<file path="src/hdl/cist_pkg.sv">
package cist_pkg;

  localparam int unsigned ID_W       = 29;
  localparam int unsigned KEY_W      = 30;
  localparam int unsigned CNT_W      = 32;
  localparam int unsigned TIME_W     = 32;
  localparam int unsigned DLC_W      = 4;
  localparam int unsigned DATA_W     = 64;
  localparam int unsigned MODE_W     = 2;
  localparam int unsigned SLOT_W     = 7;
  localparam int unsigned USED_OUT_W = 8;
  localparam int unsigned STAT_W     = 3;
  localparam int unsigned CFG_IDX_W  = 1;
  localparam int unsigned NUM_BYTES  = 8;

  localparam logic [MODE_W-1:0] MODE_FRAME = 2'd0;
  localparam logic [MODE_W-1:0] MODE_READ  = 2'd1;
  localparam logic [MODE_W-1:0] MODE_CLEAR = 2'd2;

  localparam logic [CFG_IDX_W-1:0] CFG_FILTER_EN = 1'b0;
  localparam logic [CFG_IDX_W-1:0] CFG_FILTER_ID = 1'b1;

  typedef enum logic [STAT_W-1:0] {
    ST_UPDATED,
    ST_INSERTED,
    ST_FULL,
    ST_FILTERED,
    ST_READ_OK,
    ST_READ_EMPTY,
    ST_CLEARED
  } status_e;

  typedef struct packed {
    logic [KEY_W-1:0]  key;
    logic [CNT_W-1:0]  count;
    logic [TIME_W-1:0] last_seen;
    logic [TIME_W-1:0] interval;
    logic [DLC_W-1:0]  dlc;
    logic [DATA_W-1:0] payload;
  } entry_t;

  typedef struct packed {
    logic load;
    logic scan_rd;
    logic slot_rd;
    logic hit_wr;
    logic miss_wr;
    logic take_rd;
    logic no_entry;
    logic out_load;
  } ctrl_t;

  typedef struct packed {
    logic [MODE_W-1:0] mode;
    logic              filtered;
    logic              read_ok;
    logic              scan_more;
    logic              cmp_valid;
    logic              match;
  } stat_t;

  function automatic logic [DATA_W-1:0] byte_mask(input logic [DLC_W-1:0] dlc);
    logic [DATA_W-1:0] m;
    m = '0;
    for (int b = 0; b < NUM_BYTES; b++) begin
      if (dlc > DLC_W'(b)) begin
        m[8*b +: 8] = 8'hFF;
      end
    end
    return m;
  endfunction

endpackage

</file>
<file path="src/hdl/cist_ctrl.sv">
module cist_ctrl (
  input  logic            clk_i,
  input  logic            rst_ni,
  input  logic            in_valid_i,
  output logic            in_ready_o,
  output logic            out_valid_o,
  input  logic            out_ready_i,
  input  cist_pkg::stat_t stat_i,
  output cist_pkg::ctrl_t ctrl_o
);
  import cist_pkg::*;

  typedef enum logic [2:0] {
    S_IDLE,
    S_DECIDE,
    S_SCAN,
    S_READ,
    S_EMIT
  } state_e;

  state_e state_q, state_d;
  logic   out_valid_q, out_valid_d;

  always_comb begin
    ctrl_o      = '0;
    state_d     = state_q;
    out_valid_d = out_valid_q && !out_ready_i;
    unique case (state_q)
      S_IDLE: begin
        if (in_valid_i) begin
          ctrl_o.load = 1'b1;
          state_d     = S_DECIDE;
        end
      end
      S_DECIDE: begin
        if (stat_i.mode == MODE_CLEAR) begin
          ctrl_o.no_entry = 1'b1;
          state_d         = S_EMIT;
        end else if (stat_i.mode == MODE_FRAME) begin
          if (stat_i.filtered) begin
            ctrl_o.no_entry = 1'b1;
            state_d         = S_EMIT;
          end else begin
            state_d = S_SCAN;
          end
        end else if (stat_i.read_ok) begin
          ctrl_o.slot_rd = 1'b1;
          state_d        = S_READ;
        end else begin
          ctrl_o.no_entry = 1'b1;
          state_d         = S_EMIT;
        end
      end
      S_SCAN: begin
        if (stat_i.cmp_valid && stat_i.match) begin
          ctrl_o.hit_wr = 1'b1;
          state_d       = S_EMIT;
        end else if (stat_i.scan_more) begin
          ctrl_o.scan_rd = 1'b1;
        end else if (!stat_i.cmp_valid) begin
          ctrl_o.miss_wr = 1'b1;
          state_d        = S_EMIT;
        end
      end
      S_READ: begin
        ctrl_o.take_rd = 1'b1;
        state_d        = S_EMIT;
      end
      S_EMIT: begin
        if (!out_valid_q || out_ready_i) begin
          ctrl_o.out_load = 1'b1;
          out_valid_d     = 1'b1;
          state_d         = S_IDLE;
        end
      end
      default: begin
        state_d = S_IDLE;
      end
    endcase
  end

  always_ff @(posedge clk_i or negedge rst_ni) begin
    if (!rst_ni) begin
      state_q     <= S_IDLE;
      out_valid_q <= 1'b0;
    end else begin
      state_q     <= state_d;
      out_valid_q <= out_valid_d;
    end
  end

  assign in_ready_o  = (state_q == S_IDLE);
  assign out_valid_o = out_valid_q;

endmodule

</file>
<file path="config.mk">
export PLATFORM = sky130hd
export DESIGN_NAME = cist_ctrl
export DESIGN_NICKNAME = d
export VERILOG_FILES = /design/src/hdl/cist_pkg.sv /design/src/hdl/cist_ctrl.sv
export SDC_FILE = /design/constraint.sdc
export NUM_CORES = 1
export LEC_CHECK = 0
export BUFFER_PORTS_ARGS = -buffer_cell sky130_fd_sc_hd__buf_4
export CORE_AREA = 10 10 47 49
export CTS_CLUSTER_SIZE = 16
export DETAILED_ROUTE_END_ITERATION = 16
export DIE_AREA = 0 0 57 59
export MAX_ROUTING_LAYER = met4
export PLACE_DENSITY = 0.58
export SLEW_MARGIN = 20
export SYNTH_ARGS = -nofsm -noshare
export SYNTH_HDL_FRONTEND = slang
export SYNTH_SLANG_ARGS = --single-unit
export TNS_END_PERCENT = 5
</file>
<file path="constraint.sdc">
create_clock -name clk_i -period 2 [get_ports clk_i]
set_input_delay 0.4 -clock clk_i [delete_from_list [all_inputs] [get_ports clk_i]]
set_output_delay 0.4 -clock clk_i [all_outputs]
set_load 0.005 [all_outputs]
</file>
# Word level (Yosys, flattened, before mapping)
# Cells that the tools add are included.
totals:
  register_bits: 4
  latchBits: 0
  mem_bits_rw: 0
  mem_bits_ro: 0
  input_bits: 11
  output_inout_bits: 10
  word_cells: 53
  memories: 0
classes:
  addsub: 0
  n_mul: 0
  div: 0
  magnitude_cmp: 0
  eq_ne: 9
  shift: 0
  mux: 34
  n_bitwise: 0
  n_reduce_logical: 8
ops:
  columns: ["op", "n"]
  rows:
  - ["3-bit 2-to-1 mux", 9]
  - ["1-bit 2-to-1 mux", 23]
  - ["3-bit case mux with 5 select lines", 1]
  - ["3-bit by 2-bit equality test with 1-bit output, second input constant", 2]
  - ["3-bit inequality test, second input constant", 2]
  - ["2-bit inequality test, second input constant", 2]
  - ["4-bit AND reduction", 1]
  - ["3-bit by 1-bit equality test with 1-bit output, second input constant", 1]
  - ["3-bit equality test, second input constant", 1]
  - ["3-bit logical NOT", 1]
  - ["2-bit equality test, second input constant", 1]
  - ["1-bit logical AND", 2]
  - ["1-bit logical NOT", 2]
  - ["2-bit logical NOT", 1]
  - ["2-bit 2-to-1 mux", 1]
  - ["1-bit logical OR", 1]

# Longest topological paths before layout
depth:
  word_depth: 4
  depth_mapped: 4

# Worst setup path after synthesis
# Ideal clock, no wire load.
synth_timing:
  path_kind: "input to output"
  startpoint: "input port stat_i[5] in the netlist's numbering"
  endpoint: "output port ctrl_o[1] in the netlist's numbering"
  t_arrival_ns: 1.054
  path_slack_ns: 0.546
  cell_stages: 3
  cell_sequence: "or3_4 -> and2_4 -> nor2b_1"
synth_lines:
  columns: ["item", "line", "rtl"]
  rows:
  - ["from (decl)", "cist_ctrl.sv:8", "input cist_pkg::stat_t stat_i,"]
  - ["to (decl)", "cist_ctrl.sv:9", "output cist_pkg::ctrl_t ctrl_o"]

==> impl_metrics.env <==
export IMPL_synth_ff_type="dfrtp_1"
export IMPL_h_tree_depth=1
export IMPL_synthCells=36
export IMPL_drt_initial_drc_count=6
export IMPL_cts_setup_buffers=0
export IMPL_worst_slew_pin_slew_ns=0.2670
export IMPL_num_io_pins=21
export IMPL_end_kind="output pin"
export IMPL_numCtsBuffers=3
export IMPL_core_area_um2=1401
export IMPL_outcome="finished clean"
export IMPL_setup_violations=0
export IMPL_min_period_over_period=0.8566
export IMPL_period_needed_ns=1.713
export IMPL_powerDensity_nw_per_um2=1098
export IMPL_cp_arrival_ns=1.31
export IMPL_cp_start_kind="input pin"
export IMPL_drv_cap=0
export IMPL_grt_antenna_before_repair=0
export IMPL_vias=317
export IMPL_crit_slowest_cell="or3_4"
export IMPL_cts_root_buf="clkbuf_4"
export IMPL_synth_async_sr_flop_share=1.000
export IMPL_grt_max_degree=10
export IMPL_wl_um=899
export IMPL_cts_resized=0
export IMPL_grt_usage=0.06381
export IMPL_fin_util=0.3402
export IMPL_synth_largest_area_cell="dfrtp_1"
export IMPL_drc=0
export IMPL_place_port_buffers=20
export IMPL_hp_class="input pin to flip-flop"
export IMPL_share_comb_of_total_power=0.490
export IMPL_area_growth_pct=70.85
export IMPL_holdWs_ns=0.4758
export IMPL_die_y_um=59
export IMPL_grt_pass1_vias=378
export IMPL_postCtsHoldBufs=1
export IMPL_p_clk_frac=0.187
export IMPL_fmax_ghz=0.5837
export IMPL_rows=14
export IMPL_clk_latency_ns=0.23
export IMPL_synth_area_um2=279.0
export IMPL_drt_pre_antenna_iters=3
export IMPL_yosysSeqAreaShare=0.3587
export IMPL_detail_route_wl_per_cell_um=11.99
export IMPL_tritoncts="built"
export IMPL_grt_overflow=0
export IMPL_fillers=159
export IMPL_viasPerCell=4.227
export IMPL_cp_max_fo=3
export IMPL_hold_violations=0
export IMPL_clock_sinks=4
export IMPL_final_antenna_net_count=0
export IMPL_start_util=0.1991
export IMPL_floorplan_die_area_um2=3363
export IMPL_slowest_delay_ns=0.38
export IMPL_netlist_area_leader_share=0.3587
export IMPL_post_dp_cell_area_um2=444.2
export IMPL_fin_nets=72
export IMPL_cp_common_cell="buf_4"
export IMPL_drive_above_1_share=0.4407
export IMPL_crit_type="input pin to output pin"
export IMPL_place_congestion=0.7318
export IMPL_leakagePower_nw=0.2411
export IMPL_switching_share=0.3740
export IMPL_skew_ns=0.005476
export IMPL_crit_chain="buf_4, or3_4, and2_4, nor2b_1, buf_4"
export IMPL_antennaDiodeCount=0
export IMPL_tns_ns=0
export IMPL_maxSlewHeadroom=0.8220
export IMPL_grt_pass1_wl_um=1621
export IMPL_p_seq_frac=0.323
export IMPL_syn_avg_cell_area_um2=7.750
export IMPL_synthTopCellsByCount="7 x nand2_1, 7 x nor2_1, 4 x dfrtp_1"
export IMPL_required_ns=1.60
export IMPL_p_sw_mw=0.1958
export IMPL_syn_nets=47
export IMPL_cts_buffer_depth=2
export IMPL_path_clk_slew_ns=0.03
export IMPL_vdd_ir_drop_max_v=0.0003263
export IMPL_yosysWarnings=0
export IMPL_synth_seq_cells=4
export IMPL_synthTopCellsByArea="dfrtp_1 36%, nand2_1 9.4%, nor2_1 9.4%"
export IMPL_fin_area_um2=476.7
export IMPL_rsz0062_at_grt="false"
export IMPL_synth_edf_count=0
export IMPL_die_x_um=57
export IMPL_p_int_mw=0.3277
export IMPL_power_mw=0.5236
export IMPL_report_final_slew_viol_count=0
export IMPL_synth_cell_types=17
[flip-flops by register name (all words and copies together) (netlist names)]
name	flops
state_q	3
out_valid_o	1
[layout make-up]
type,count,area [um^2],area share
Multi-Input combinational cell,31,173.9,0.3648
Tap cell,16,20.02,0.04199
Clock buffer,3,22.52,0.04724
Sequential cell,4,100.1,0.2100
Timing Repair Buffer,21,160.2,0.3360
[metrics by stage]
| stage | worst slack (ns) | cells |
|---|---|---|
| after floorplan | 0.5456 | 36 |
| after global placement | 0.2889 | 71 |
| after detailed placement | 0.2873 | 71 |
| after CTS | 0.2822 | 75 |
| after global routing | 0.2480 | 75 |
| final | 0.2868 | 75 |
[metal layers]
layer | track usage | vias to the layer above | wire length, um
met2 | 0.08062 | 14 | 415
met4 | 0.08054 | 0 | 0
met3 | 0.01931 | 0 | 43
li1 | - | 172 | -
met1 | 0.06971 | 131 | 439
met5 | - | - | 0
[critical path: cells and delay by family]
kind,cells,cell delay (ns)
buffers and inverters,2,0.25
and+or+nand+nor,3,0.67
[path summary, 6_finish.rpt]
check	from	to	slack, ns	cells after the start
worst max-delay path	stat_i[5]	ctrl_o[1]	0.29	5
worst min-delay path	out_ready_i	out_valid_o	0.48	3
min in group asynchronous	rst_ni	state_q[1]	0.50	2
max in group asynchronous	rst_ni	state_q[2]	1.39	2
worst max register to register	state_q[0]	state_q[2]	1.00	2
worst min register to register	out_valid_o	out_valid_o	0.53	2
[power groups by stage]
stage | combinational (mW) | sequential [mW] | clock (mW)
finish | 0.257 | 0.169 | 0.0977
global route | 0.291 | 0.179 | 0.109
CTS | 0.263 | 0.169 | 0.103
detailed placement | 0.259 | 0.170 | 0
global placement | 0.258 | 0.169 | 0
floorplan | 0.152 | 0.142 | 0
[logic make-up after synthesis]
family | synth area share
simple gates | 0.4844
flops | 0.3588
buf+inv | 0.01792
compound gates | 0.1390
[cells in the final DEF, fill, tap and decap left out]
master | synthesis | final
nor3_1 | 3 | 3
o32ai_1 | 1 | 1
nor2b_1 | 2 | 2
buf_4 | 0 | 20
and3_1 | 1 | 1
o21ai_0 | 1 | 1
and3b_1 | 1 | 1
or3_4 | 1 | 1
nand2_1 | 7 | 7
a31oi_1 | 2 | 2
and2_1 | 1 | 1
nor3b_1 | 1 | 1
nand2b_1 | 1 | 1
nor2_1 | 7 | 7
o22ai_2 | 1 | 1
dlygate4sd3_1 | 0 | 1
clkbuf_4 | 0 | 3
and2_4 | 1 | 1
dfrtp_1 | 4 | 4
Note: power is estimated with default switching activity, not from simulation.
